File: src/design/rgbtp_pkg.sv
// rgbtp_pkg: shared types, character codes and limits for the rgb triple text parser
// no dependencies
package rgbtp_pkg;

  localparam int unsigned CharW  = 8;
  localparam int unsigned AccW   = 9;
  localparam int unsigned ColW   = 24;
  localparam int unsigned IdxW   = 2;
  localparam int unsigned SumW   = 12;

  localparam logic [CharW-1:0] ChZero  = 8'h30;
  localparam logic [CharW-1:0] ChNine  = 8'h39;
  localparam logic [CharW-1:0] ChComma = 8'h2c;
  localparam logic [CharW-1:0] ChSpace = 8'h20;
  localparam logic [CharW-1:0] ChTab   = 8'h09;
  localparam logic [CharW-1:0] ChCr    = 8'h0d;

  localparam logic [AccW-1:0] ValueMax = 9'd255;
  localparam logic [AccW-1:0] AccSat   = 9'd256;
  localparam logic [IdxW-1:0] LastIdx  = 2'd2;

  typedef enum logic [1:0] {
    MODE_IDLE   = 2'd0,
    MODE_LEAD   = 2'd1,
    MODE_AFTER  = 2'd2,
    MODE_NUMBER = 2'd3
  } mode_t;

  typedef struct packed {
    mode_t            mode;
    logic [IdxW-1:0]  idx;
    logic [AccW-1:0]  acc;
    logic [ColW-1:0]  col;
  } parse_st_t;

  typedef struct packed {
    logic            emit;
    logic            ok;
    logic [ColW-1:0] colour;
  } parse_res_t;

endpackage

File: src/design/rgb_triple_text_parser_unit.sv
// a character that ends a parse goes from the input register through the parse step into the result register
// throughput: one character per cycle; the input register advances whenever the
// result register is empty or being drained, set by the parse state feedback loop
// reset: synchronous active-low rst_n clears valids and returns the parser to idle
// rgb_triple_text_parser_unit: input register, parse step, result register
// depends on rgbtp_pkg and rgbtp_step
module rgb_triple_text_parser_unit (
  input  logic                          clk,
  input  logic                          rst_n,
  input  logic                          in_valid,
  output logic                          in_ready,
  input  logic [rgbtp_pkg::CharW-1:0]   in_char_code,
  input  logic                          in_start_req,
  output logic                          out_valid,
  input  logic                          out_ready,
  output logic                          out_ok,
  output logic [rgbtp_pkg::ColW-1:0]    out_colour
);

  logic                         in_vld_r;
  logic [rgbtp_pkg::CharW-1:0]  char_r;
  logic                         start_r;
  rgbtp_pkg::parse_st_t         st_r;
  rgbtp_pkg::parse_st_t         st_nxt;
  rgbtp_pkg::parse_res_t        res;
  logic                         out_vld_r;
  logic                         ok_r;
  logic [rgbtp_pkg::ColW-1:0]   colour_r;
  logic                         advance;

  assign advance  = in_vld_r && (!out_vld_r || out_ready);
  assign in_ready = !in_vld_r || advance;

  rgbtp_step u_step (
    .cur       (st_r),
    .char_code (char_r),
    .start_req (start_r),
    .nxt       (st_nxt),
    .res       (res)
  );

  always_ff @(posedge clk) begin
    if (!rst_n) begin
      in_vld_r  <= 1'b0;
      out_vld_r <= 1'b0;
      st_r.mode <= rgbtp_pkg::MODE_IDLE;
      st_r.idx  <= '0;
      st_r.acc  <= '0;
      st_r.col  <= '0;
    end else begin
      if (in_ready) begin
        in_vld_r <= in_valid;
      end
      if (advance) begin
        st_r <= st_nxt;
      end
      if (advance && res.emit) begin
        out_vld_r <= 1'b1;
      end else if (out_ready) begin
        out_vld_r <= 1'b0;
      end
    end
  end

  // payload
  always_ff @(posedge clk) begin
    if (in_ready && in_valid) begin
      char_r  <= in_char_code;
      start_r <= in_start_req;
    end
    if (advance && res.emit) begin
      ok_r     <= res.ok;
      colour_r <= res.colour;
    end
  end

  assign out_valid  = out_vld_r;
  assign out_ok     = ok_r;
  assign out_colour = colour_r;

  // stall only when the result register is full and held
  a_stall_cause: assert property (@(posedge clk) disable iff (!rst_n)
    !in_ready |-> (in_vld_r && out_vld_r && !out_ready))
    else $error("input stalled without a held result");

  // a finished parse leaves the parser idle
  a_idle_after_emit: assert property (@(posedge clk) disable iff (!rst_n)
    (advance && res.emit) |=> (st_r.mode == rgbtp_pkg::MODE_IDLE))
    else $error("parser not idle after result");

  // success only on the third number, or on a character without a start request
  a_ok_on_third: assert property (@(posedge clk) disable iff (!rst_n)
    (advance && res.emit && res.ok) |-> (st_r.idx == rgbtp_pkg::LastIdx || start_r == 1'b0))
    else $error("success before third number");

  // accumulator saturates and index stays in range
  a_acc_range: assert property (@(posedge clk) disable iff (!rst_n)
    (st_r.acc <= rgbtp_pkg::AccSat) && (st_r.idx != 2'd3))
    else $error("accumulator or field index out of range");

endmodule

File: src/design/rgbtp_step.sv
// rgbtp_step: per-character parse step, current state and character in, next state and result out
// depends on rgbtp_pkg
module rgbtp_step (
  input  rgbtp_pkg::parse_st_t            cur,
  input  logic [rgbtp_pkg::CharW-1:0]     char_code,
  input  logic                            start_req,
  output rgbtp_pkg::parse_st_t            nxt,
  output rgbtp_pkg::parse_res_t           res
);

  rgbtp_pkg::parse_st_t          st;
  logic                          is_digit;
  logic                          is_space;
  logic [rgbtp_pkg::AccW-1:0]    digit;
  logic [rgbtp_pkg::SumW-1:0]    sum;
  logic [rgbtp_pkg::ColW-1:0]    packed_col;

  assign is_digit = (char_code >= rgbtp_pkg::ChZero) && (char_code <= rgbtp_pkg::ChNine);
  assign is_space = (char_code == rgbtp_pkg::ChSpace) ||
                    ((char_code >= rgbtp_pkg::ChTab) && (char_code <= rgbtp_pkg::ChCr));
  assign digit    = {5'd0, char_code[3:0]};

  always_comb begin
    st = cur;
    if (start_req) begin
      st.mode = rgbtp_pkg::MODE_LEAD;
      st.idx  = '0;
      st.acc  = '0;
      st.col  = '0;
    end
  end

  // times ten plus digit
  assign sum        = {st.acc, 3'b000} + {2'b00, st.acc, 1'b0} + {3'b000, digit};
  assign packed_col = {st.col[rgbtp_pkg::ColW-9:0], st.acc[7:0]};

  always_comb begin
    nxt        = st;
    res.emit   = 1'b0;
    res.ok     = 1'b0;
    res.colour = st.col;
    unique case (st.mode)
      rgbtp_pkg::MODE_LEAD, rgbtp_pkg::MODE_AFTER: begin
        if ((st.mode == rgbtp_pkg::MODE_LEAD) && is_space) begin
          nxt = st;
        end else if (!is_digit) begin
          res.emit = 1'b1;
          nxt.mode = rgbtp_pkg::MODE_IDLE;
        end else begin
          nxt.acc  = digit;
          nxt.mode = rgbtp_pkg::MODE_NUMBER;
        end
      end
      rgbtp_pkg::MODE_NUMBER: begin
        if (is_digit) begin
          nxt.acc = (sum > {3'b000, rgbtp_pkg::AccSat}) ? rgbtp_pkg::AccSat
                                                        : sum[rgbtp_pkg::AccW-1:0];
        end else if (st.acc > rgbtp_pkg::ValueMax) begin
          res.emit = 1'b1;
          nxt.mode = rgbtp_pkg::MODE_IDLE;
        end else if (st.idx < rgbtp_pkg::LastIdx) begin
          if (char_code != rgbtp_pkg::ChComma) begin
            res.emit = 1'b1;
            nxt.mode = rgbtp_pkg::MODE_IDLE;
          end else begin
            nxt.col  = packed_col;
            nxt.idx  = st.idx + 2'd1;
            nxt.acc  = '0;
            nxt.mode = rgbtp_pkg::MODE_AFTER;
          end
        end else begin
          nxt.col    = packed_col;
          nxt.mode   = rgbtp_pkg::MODE_IDLE;
          res.emit   = 1'b1;
          res.ok     = 1'b1;
          res.colour = packed_col;
        end
      end
      default: begin
        nxt.mode = rgbtp_pkg::MODE_IDLE;
      end
    endcase
  end

endmodule

File: config.mk
export PLATFORM = sky130hd
export DESIGN_NAME = rgb_triple_text_parser_unit
export DESIGN_NICKNAME = d
export VERILOG_FILES = /design/src/design/rgbtp_pkg.sv /design/src/design/rgb_triple_text_parser_unit.sv /design/src/design/rgbtp_step.sv
export SDC_FILE = /design/constraint.sdc
export NUM_CORES = 1
export LEC_CHECK = 0
export BUFFER_PORTS_ARGS = -buffer_cell sky130_fd_sc_hd__buf_4
export CAP_MARGIN = 20
export CORE_MARGIN = 5
export CORE_UTILIZATION = 45
export DETAILED_ROUTE_END_ITERATION = 7
export GPL_ROUTABILITY_DRIVEN = 0
export SKIP_LAST_GASP = 1
export SYNTH_ARGS = -nofsm -noshare
export SYNTH_HDL_FRONTEND = slang
export SYNTH_HIERARCHICAL = 1
export SYNTH_SLANG_ARGS = --single-unit
File: constraint.sdc
create_clock -name clk -period 7.5 [get_ports clk]
set_clock_uncertainty 0.2 [all_clocks]
set_input_delay 1.125 -clock clk [delete_from_list [all_inputs] [get_ports clk]]
set_output_delay 1.125 -clock clk [all_outputs]
set_load 0.01 [all_outputs]
* After elaboration in Yosys (flattened, before gate mapping)
Cells that the tools add are included.
** Operators by class
- Add/sub/neg operators :: 3
- Magnitude comparators :: 7
- Eq/ne operators :: 5
- Mux-type cells :: 30
- Bitwise operators :: 1
- Reductions and logical operators :: 14
** Operators with widths (number)
- $mux W24 :: 3
- $mux W35 :: 2
- $pmux W35 S2 :: 1
- $mux W25 :: 2
- $mux W37 :: 1
- $mux W9 :: 4
- $mux W26 :: 1
- $add A12 B10 Y12 :: 1
- $add A12 B4 Y12 :: 1
- $gt A12 B9 Y1 const B :: 1
- $mux W11 :: 1
- $mux W2 :: 5
- $gt A9 B8 Y1 const B :: 1
- $eq A8 B6 Y1 const B :: 1
- $ge A8 B4 Y1 const B :: 1
- $ge A8 B6 Y1 const B :: 1
- $le A8 B4 Y1 const B :: 1
- $le A8 B6 Y1 const B :: 1
- $ne A8 B6 Y1 const B :: 1
- $mux W1 :: 7
- $logic_and A1 B1 Y1 :: 6
- $eq A2 B2 Y1 const B :: 2
- $mux W4 :: 1
- $pmux W2 S2 :: 1
- 10 further kinds :: 13
** Storage, ports and cells
- Register bits after elaboration :: 73
- Word-level logic and storage cells :: 70

* Depth between registers and ports, before layout
Gate-level depths: netlist (run 1).
- Depth in word-level cells :: 8
- Gate-level depth with buffers :: 14
- Depth with buffers taken out :: 13

* By module
The synthesis (run 1) kept the hierarchy.
** By module, submodules not included
- rgb_triple_text_parser_unit :: times used 1, cells each 206, area an instance 2621.3 sq um, seq. area each 1801.7 sq um
- rgbtp_step :: times used 1, cells each 317, area an instance 1964.4 sq um, seq. area each 0.0 sq um

* Least setup slack after synthesis (run 1)
Ideal clock, no wire load.
- Kind :: reg-to-reg
- Start :: reg start_r
- End :: reg st_r[28] (netlist bit)
- Data arrival time :: 3.174 ns
- Slack :: 4.054 ns
- Stages on the path, launching flop included :: 15
- Period minus slack after synthesis :: 3.446 ns
- Path through :: edfxtp_1 -> nor2b_1 -> clkbuf_1 -> xor2_1 -> ha_1 -> inv_1 -> fa_1 -> nand2b_1 -> a211oi_4 -> nor3_2 -> a2111oi_4 -> nand4_2 -> o31ai_1 -> nand2_1 -> mux2i_1
** RTL lines
- from (decl) :: line rgb_triple_text_parser_unit.sv:22 : logic start_r;
- from (signal assigned) :: line rgb_triple_text_parser_unit.sv:69 : start_r <= in_start_req;
- to (signal assigned) :: line rgb_triple_text_parser_unit.sv:55 : st_r <= st_nxt;
- to (decl) :: line rgb_triple_text_parser_unit.sv:23 : rgbtp_pkg::parse_st_t st_r;

==> parameters.txt, run 1 <==
Parameter                              Value

Status
  Status    complete, no violations

Synthesis
  Multiplexer share of the synthesized area    8.513%
  Post-synthesis cell area    4586 sq um
  Main flop type after synthesis    dfxtp_1
  Async set or reset register ratio after synthesis    0%
  Count of distinct cell types in the synthesized netlist    59
  Sequential share of the synthesized area    39.29%
  Compound-gate portion of the synthesized area    17.24%
  Xor and xnor fraction of the mapped netlist area    1.146%
  Number of enable flip-flop cells after synthesis    34
  Adder-cell share of the synthesized area    between 5 and 6%
  Average cell area after synthesis    8.768 sq um
  Synth Register Bits    73
  Area share of and/or/nand/nor cells after synthesis    22.16%
  Net count after synthesis    557
  Combinational family with the most area after synthesis    simple AND/OR/NAND/NOR gates
  Yosys warnings    6
  Synthesized instance count    523

Routing
  DRT Wirelength    10.53 mm
  Drt first pass iters    5
  Post-DR wirelength/cell    15.42 um
  Vias after detailed routing    3755
  Drt initial violations    286
  DR vias/cell    5.498
  Total DRC errors in the routed layout    0
  Remaining antenna violation count after routing    0

Place
  Setup WS pre-CTS    3356 ps
  # port buffers    39
  Detailed placement HPWL    7.051 mm

Timing
  Final number of hold-violating endpoints    0
  Final Slew Violations    0
  Smallest setup slack after layout    3371 ps
  Part of the cycle the worst path needs    55.05%
  Transition time at the pin with the least slew margin    967.0 ps
  Remaining max-slew budget at the tightest pin    between 30% and 40%
  Unrepaired setup endpoints after global routing    false
  Final-layout setup total negative slack    0 ps
  Min cycle time layout    4129 ps
  Count of final setup violators    0
  Max Clk Rate    about 0.24 GHz

Worst setup path
  Worst-path fanout max    slightly below 60
  Setup Crit Path Kind    flop to flop
  Type of element launching the critical path    flop
  Data arrival time of the critical path    4220 ps
  Required time of the worst setup path    7590 ps
  Worst Setup End Kind    flop

Floorplan
  Number of core rows    36
  Die outline width    110.9 um
  Die height    110.9 um
  Starting density of the core    between 40 and 50%
  Core Box Area    9864 sq um
  Top-level port count    40
  Die footprint    12310 sq um

Layout
  Nets@finish    just under 600
  Most common cell after layout, fill and taps aside    nand2_1
  Fill cell count    948
  Synthesis-to-finish area growth    10.26%
  Antenna Diode Count    0
  Share of layout cells above drive strength 1    about 14%
  Most frequent cells in the layout    nand2_1, buf_4, a21oi_1

Pwr
  Power density over cell area    148.7 nW/um^2
  Total chip power    751.6 uW
  Leakage dissipation    around 0.0018 uW
  Peak supply drop    0.0001034 V

Clock tree
  Root buffer cell    clkbuf_8
  Clock Tree Buf Depth    2
  Post-CTS setup buffer count    0
  Sinks on Clock Net    73
  Skew-Pair Late Insertion Delay    360 ps
  Hold_buf cts    0
  Number of buffers added by the clock tree synthesis step    9
  TritonCTS clock tree    built
  Clock-pin slew on the worst setup and hold paths    80 ps
  Post-cts sizing count    0
  Level count of the clock H-tree    3

Global route
  Via count of the first global-routing pass    3597
  Initial antenna violation count    0
  Total routing resource utilization after global routing    17.31%
  Pin count of the biggest net entering global routing    77
  First-pass GRT wire length    17.68 mm
  Global route overflow    0

Job
  Max-cap violation count    0

Worst hold path
  Min-delay worst type    flop to flop
[per-stage QoR]
stage / hold slack, ps / utilization (%) / cells / instance area (sq um)
CTS: 260.7 / 51.26 / 683 / 5056
floorplan: 229.5 / - / 523 / 4586
global placement: 242.8 / 49.53 / 667 / 4886
detailed placement: 248.5 / 49.53 / 667 / 4886
global route: 293.2 / 51.26 / 683 / 5056
finish: 257.5 / 51.26 / 683 / 5056
[cell usage after synthesis, types with 13 or more instances]
| master | count | area share (%) |
|---|---|---|
| ha_1 | 20 | 5.5 |
| a22oi_1 | 22 | 3.6 |
| a21oi_1 | 40 | 4.4 |
| inv_1 | 14 | 1.1 |
| mux2i_1 | 39 | 8.5 |
| clkbuf_1 | 17 | 1.4 |
| edfxtp_1 | 34 | 22 |
| nand2_1 | 141 | 12 |
| o21ai_0 | 13 | 1.4 |
| nor2_1 | 31 | 2.5 |
| nor2b_1 | 13 | 1.8 |
| dfxtp_1 | 39 | 17 |
[critical path, stage by stage, from the launching register on]
cell and delay (ps):
edfxtp_1 330, buf_4 490, nor2b_1 240, xor2_1 200
ha_1 320, inv_1 60, fa_1 460, nand2b_1 220
a211oi_4 290, nor3_2 100, a2111oi_4 400, nand4_2 230
o31ai_1 290, nand2_1 90, mux2i_1 150
[final timing paths]
path	from	end	slack (ps)	depth (start not counted)
max	start_r	st_r[24]	3370	14
min	st_r[36]	st_r[36]	260	2
max reg2reg	start_r	st_r[24]	3370	14
min reg2reg	st_r[36]	st_r[36]	260	2
[where the power goes]
group | total [uW] | switching (uW) | leakage, uW | internal, uW
Clock | 273 | 154 | 0.0000830 | 119
Combinational | 53.2 | 34.0 | 0.00107 | 19.2
Sequential | 425 | 4.96 | 0.000624 | 420
Total | 752 | 193 | 0.00178 | 559
[layer usage]
metal / wire length, um / part of all wire, % / track usage (%) / vias to the layer above
met4: 153 / 1.5 / 6.404 / 0
met5: 0 / 0 / 0 / -
met2: 4908 / 47 / 26.74 / 104
li1: - / - / - / 1876
met3: 553 / 5.3 / 2.948 / 12
met1: 4916 / 47 / 24.30 / 1763
[registers in the layout, summed over array words and instances (netlist names)]
name / cells
start_r: 1
out_valid: 1
out_colour: 24
char_r: 8
st_r: 37
out_ok: 1
in_vld_r: 1
[layout make-up]
cell class,count,area (sq um),share of cell area (%)
tap,133,166.4,3.291
multi-input combinational,403,2539,50.21
sequential,73,1802,35.63
inverter,15,56.30,1.114
clock buffer,9,123.9,2.450
timing repair buffer,43,322.8,6.385
clock inverter,7,46.29,0.9156
[cells by family after synthesis]
group           after synthesis
simple gates                223
compound gates              114
flops                        73
buf+inv                      47
mux                          39
fa+ha+maj                    21
xor+xnor                      6
No activity file was read; power rests on OpenSTA's default activity.
==> run 2, diff against run 1 <==
==> constraint.sdc (replaced) <==
create_clock -name clk -period 4.1 [get_ports clk]
set_clock_uncertainty 0.2 [all_clocks]
set_input_delay 0.615 -clock clk [delete_from_list [all_inputs] [get_ports clk]]
set_output_delay 0.615 -clock clk [all_outputs]
set_load 0.01 [all_outputs]
==> run 2 against run 1 <==
Core utilization rose by 0.84 points. Sequential share of layout area shrank 0.57 points. Clock-buffer cell count rose by 1. First-iteration DRC count shrank 23%. Cell count up 0.73%. Non-clock buffer count grew 5. Clock power up 130%. Wire length increased by 2.7%. Combinational power increased by 87%. Register-to-register slack got worse by 3000 ps. Sequential cell count unchanged. Largest cell class unchanged. Cell area is 1.6% higher.
==> parameters.txt, run 2 (synthesis results as in run 1) <==
Parameter                              Value

Layout
  Number of flip-flops in the largest register    37
  Antenna Diode Count    0
  Nets@finish    a little under 600
  Top register by number of flip-flops    st_r
  Synthesis-to-finish area growth    12.06%
  Share of layout cells above drive strength 1    15.32%
  Most frequent cells in the layout    nand2_1, buf_4, a21oi_1
  Most common cell after layout, fill and taps aside    nand2_1
  Final Instance Area    between 5000 and 6000 sq um

Pwr
  Leakage dissipation    0.001836 uW
  Power density over cell area    292.1 nW/um^2
  Peak supply drop    approximately 0.00014 V

Clock tree
  Level count of the clock H-tree    3
  Number of buffers added by the clock tree synthesis step    9
  Root buffer cell    clkbuf_8
  Skew-Pair Late Insertion Delay    350 ps
  Hold_buf cts    0
  Clock Tree Buf Depth    2
  Clock-pin slew on the worst setup and hold paths    ~80 ps
  Sinks on Clock Net    73
  TritonCTS clock tree    built
  Post-cts sizing count    0
  Post-CTS setup buffer count    0

Place
  # port buffers    39
  Area after DPL    between 4000 and 5000 sq um
  Detailed placement HPWL    7.469 mm

Routing
  Total DRC errors in the routed layout    0
  Post-DR wirelength/cell    15.72 um
  Remaining antenna violation count after routing    0
  DR vias/cell    5.451
  Drt initial violations    219
  Drt first pass iters    5
  DRT Wirelength    around 11 mm
  Vias after detailed routing    3750

Worst setup path
  Number of buffer and inverter stages on the critical path    2
  Worst reg-to-reg path cell count    13
  Type of element launching the critical path    flop
  Required time of the worst setup path    4180 ps
  Worst-path fanout max    21
  Worst path top cell family by delay    compound AO/OA/AOI/OAI gates
  Cell breakdown of the critical path    buf_4 > nand2b_1 > inv_2 > ha_1 > ha_1 > nand4_2 > a211oi_4 > nor3_2 > a2111oi_4 > nand4_2 > o31ai_1 > nand2_1 > mux2i_1
  Number of gates on the worst path with buffers counted    13
  Data arrival time of the critical path    between 3000 and 4000 ps
  Worst Setup End Kind    flop
  Setup Crit Path Kind    flop to flop
  Worst path max stage delay    around 480 ps
  Slowest CP cell    edfxtp_1

Timing
  Count of final setup violators    0
  Max Clk Rate    0.2679 GHz
  Final-layout setup total negative slack    0 ps
  Final Slew Violations    0
  Min cycle time layout    3733 ps
  Remaining max-slew budget at the tightest pin    45.60%
  Unrepaired setup endpoints after global routing    false
  Part of the cycle the worst path needs    91.04%
  Worst-case hold slack    238.5 ps
  Final number of hold-violating endpoints    0
  Transition time at the pin with the least slew margin    814.3 ps

Floorplan
  Number of core rows    36
  Die footprint    12310 sq um
  Starting density of the core    46.49%
  Top-level port count    40
  Die outline width    110.9 um
  Core Box Area    9864 sq um
  Die height    110.9 um

Global route
  Via count of the first global-routing pass    3648
  Pin count of the biggest net entering global routing    77
  Global route overflow    0
  Total routing resource utilization after global routing    17.87%
  First-pass GRT wire length    18.24 mm
  Initial antenna violation count    0

Job
  Max-cap violation count    0

Worst hold path
  Min-delay worst type    primary input to flop
  Hold Path Stages    1

Status
  Status    complete, no violations
==> run 2: cell types whose count changed in the layout (fill, tap and decap cells not counted), sizes merged <==
cell      change
buf           +5
bufinv        +1
clkbuf        +1
clkinv        -1
clkinvlp      -2
inv           +1
==> run 2: layout make-up <==
| class | count | area, sq um |
|---|---|---|
| Clock buffer | 10 | 148.9 |
| Fill cell | 954 | 4726 |
| Multi-Input combinational cell | 403 | 2532 |
| Tap cell | 133 | 166.4 |
| Inverter | 15 | 56.30 |
| Clock inverter | 6 | 72.57 |
| Timing Repair Buffer | 48 | 360.3 |
| Sequential cell | 73 | 1802 |
==> run 2: per-layer routing <==
layer	part of all wire (%)	global-route usage [%]
met1	48	24.15
met4	1.1	5.172
met2	47	29.13
met5	0	0
met3	4.0	3.439
==> run 2: path summary, 6_finish.rpt <==
kind,from,endpoint,slack [ps]
worst max-delay path,start_r,st_r[28],370
worst min-delay path,in_char_code[6],char_r[6],240
worst max register to register,start_r,st_r[28],370
worst min register to register,st_r[35],st_r[35],270
==> run 2: power breakdown <==
group / switching [uW] / internal [uW] / leakage, uW
logic: 63.1 / 36.3 / 0.00110
registers: 8.90 / 769 / 0.000624
clock network: 298 / 326 / 0.000114
total: 370 / 1130 / 0.00184
==> run 2: per-stage QoR <==
stage	power, uW	std cells	worst slack (ps)	util [%]
floorplan	868.8	523	654.1	-
global placement	892.8	672	479.3	49.85
detailed placement	895.0	672	386.7	49.85
CTS	1520	688	367.8	52.09
global route	1561	688	73.25	52.09
finish	1501	688	367.5	52.09
==> run 3, diff against run 2 <==
==> constraint.sdc (replaced) <==
create_clock -name clk -period 4.4 [get_ports clk]
set_clock_uncertainty 0.2 [all_clocks]
set_input_delay 0.88 -clock clk [delete_from_list [all_inputs] [get_ports clk]]
set_output_delay 0.88 -clock clk [all_outputs]
set_load 0.01 [all_outputs]
==> run 3 against run 2 <==
Wire length decreased by 0.29%. Cell count is 0.29% lower. Cell area is 0.37% lower. Sequential power fell by 6.7%. Clock-buffer cell count unchanged. Via count hardly changed. Sequential cell count did not move. Maximum frequency up 1.2%. Core utilization shrank 0.19 points. Critical endpoint is now st_r[26]. Largest cell class unchanged.
==> parameters.txt, run 3 (synthesis results as in run 1) <==
Parameter                              Value

Global route
  First-pass GRT wire length    18.24 mm
  Total routing resource utilization after global routing    between 10% and 20%
  Via count of the first global-routing pass    3699
  Pin count of the biggest net entering global routing    77
  Global route overflow    0
  Initial antenna violation count    0

Routing
  Total DRC errors in the routed layout    0
  Remaining antenna violation count after routing    0
  Drt initial violations    269
  DRT Wirelength    about 11 mm
  DR vias/cell    5.462
  Vias after detailed routing    3747
  Drt first pass iters    6
  Post-DR wirelength/cell    15.72 um

Clock tree
  Hold_buf cts    0
  TritonCTS clock tree    built
  Root buffer cell    clkbuf_8
  Skew-Pair Late Insertion Delay    between 300 and 400 ps
  Post-cts sizing count    0
  Sinks on Clock Net    73
  Number of buffers added by the clock tree synthesis step    9
  Post-CTS setup buffer count    0
  Clock-pin slew on the worst setup and hold paths    80 ps
  Level count of the clock H-tree    3
  Clock Tree Buf Depth    2

Worst hold path
  Start point of the worst hold path    st_r[35]
  Min-delay worst type    flop to flop
  Capture endpoint of the worst hold path    st_r[35]
  Hold Path Stages    2

Worst setup path
  Setup Crit Path Kind    flop to flop
  Type of element launching the critical path    flop
  Worst-path fanout max    9
  Required time of the worst setup path    4480 ps
  Data arrival time of the critical path    3770 ps
  Reg2reg start    start_r
  FF-to-FF setup slack    710 ps
  Worst Setup End Kind    flop
  Worst reg-to-reg path cell count    12
  Terminus of the critical flop-to-flop path    st_r[26]

Timing
  Count of final setup violators    0
  Min cycle time layout    3688 ps
  Max Clk Rate    0.2712 GHz
  Final Slew Violations    0
  Final number of hold-violating endpoints    0
  Unrepaired setup endpoints after global routing    false
  Remaining max-slew budget at the tightest pin    47.32%
  Transition time at the pin with the least slew margin    785.5 ps
  Part of the cycle the worst path needs    83.82%
  Final-layout setup total negative slack    0 ps

Floorplan
  Number of core rows    36
  Die outline width    110.9 um
  Die footprint    12310 sq um
  Top-level port count    40
  Die height    110.9 um
  Core Box Area    9864 sq um
  Starting density of the core    46.49%

Place
  Number of cells in the design after placement    670
  # port buffers    39
  Detailed placement HPWL    approximately 7.4 mm

Pwr
  Peak supply drop    between 0.0001 and 0.00015 V
  Power density over cell area    273.6 nW/um^2
  Leakage dissipation    0.001820 uW

Status
  Status    complete, no violations

Layout
  Number of flip-flops in the largest register    37
  Most common cell after layout, fill and taps aside    nand2_1
  Share of layout cells above drive strength 1    14.83%
  Nets@finish    582
  Antenna Diode Count    0
  Most frequent cells in the layout    nand2_1, buf_4, a21oi_1
  Finished Layout Cells    686
  Synthesis-to-finish area growth    11.65%
  Top register by number of flip-flops    st_r

Job
  Max-cap violation count    0
-- run 3: routing by layer --
layer  track usage, %  vias to the layer above  part of all wire (%)
met5                0                        -                     0
met4            6.240                        0                   1.8
met3            2.893                       20                   5.0
met2            28.16                      109                    46
met1            24.59                     1736                    48
li1                 -                     1882                     -
-- run 3: critical path: stages, from the launching register on --
cell and delay, ps:
edfxtp_1 440, nand2b_1 410, inv_2 160, ha_1 330, ha_1 440, nand4_2 160, a211oi_4 260, nor3_2 100
a2111oi_4 390, nand4_2 230, o31ai_1 270, nand2_1 70, mux2i_1 140
-- run 3: worst max path at each step --
| stage | cells past startpoint | end | from | slack [ps] |
|---|---|---|---|---|
| 6_report | 12 | st_r[26] | start_r | 710 |
| 5_1_grt | 13 | st_r[26] | start_r | 460 |
| 4_1_cts | 13 | st_r[26] | start_r | 740 |
| 3_5_place_dp | 12 | st_r[26] | start_r | 770 |
| 3_3_place_gp | 12 | st_r[26] | start_r | 890 |
| 2_1_floorplan | 14 | st_r[28] | start_r | 950 |
-- run 3: area by class of cell --
type | count | area [sq um]
clock buffers | 10 | 127.6
clock inverters | 6 | 90.09
fillers | 893 | 4745
inverters | 15 | 56.30
multi-input cells | 403 | 2532
flip-flops and latches | 73 | 1802
well taps | 133 | 166.4
repair buffers | 46 | 345.3
-- run 3: stage by stage --
step	instance area [sq um]	setup slack, ps	power [uW]	hold WS [ps]	util (%)
3_5_place_dp	4902	767.0	832.7	245.7	49.70
4_1_cts	5120	740.6	1418	258.8	51.90
6_report	5120	712.1	1401	257.0	51.90
5_1_grt	5120	455.1	1454	280.2	51.90
3_3_place_gp	4902	894.2	831.3	240.3	49.70
2_1_floorplan	4586	954.1	809.5	229.5	-
-- run 3: power by group --
part | switching, uW | internal, uW | total, uW
clock | 262 | 322 | 584
sequential | 9.09 | 717 | 726
combinational | 58.0 | 33.2 | 91.3
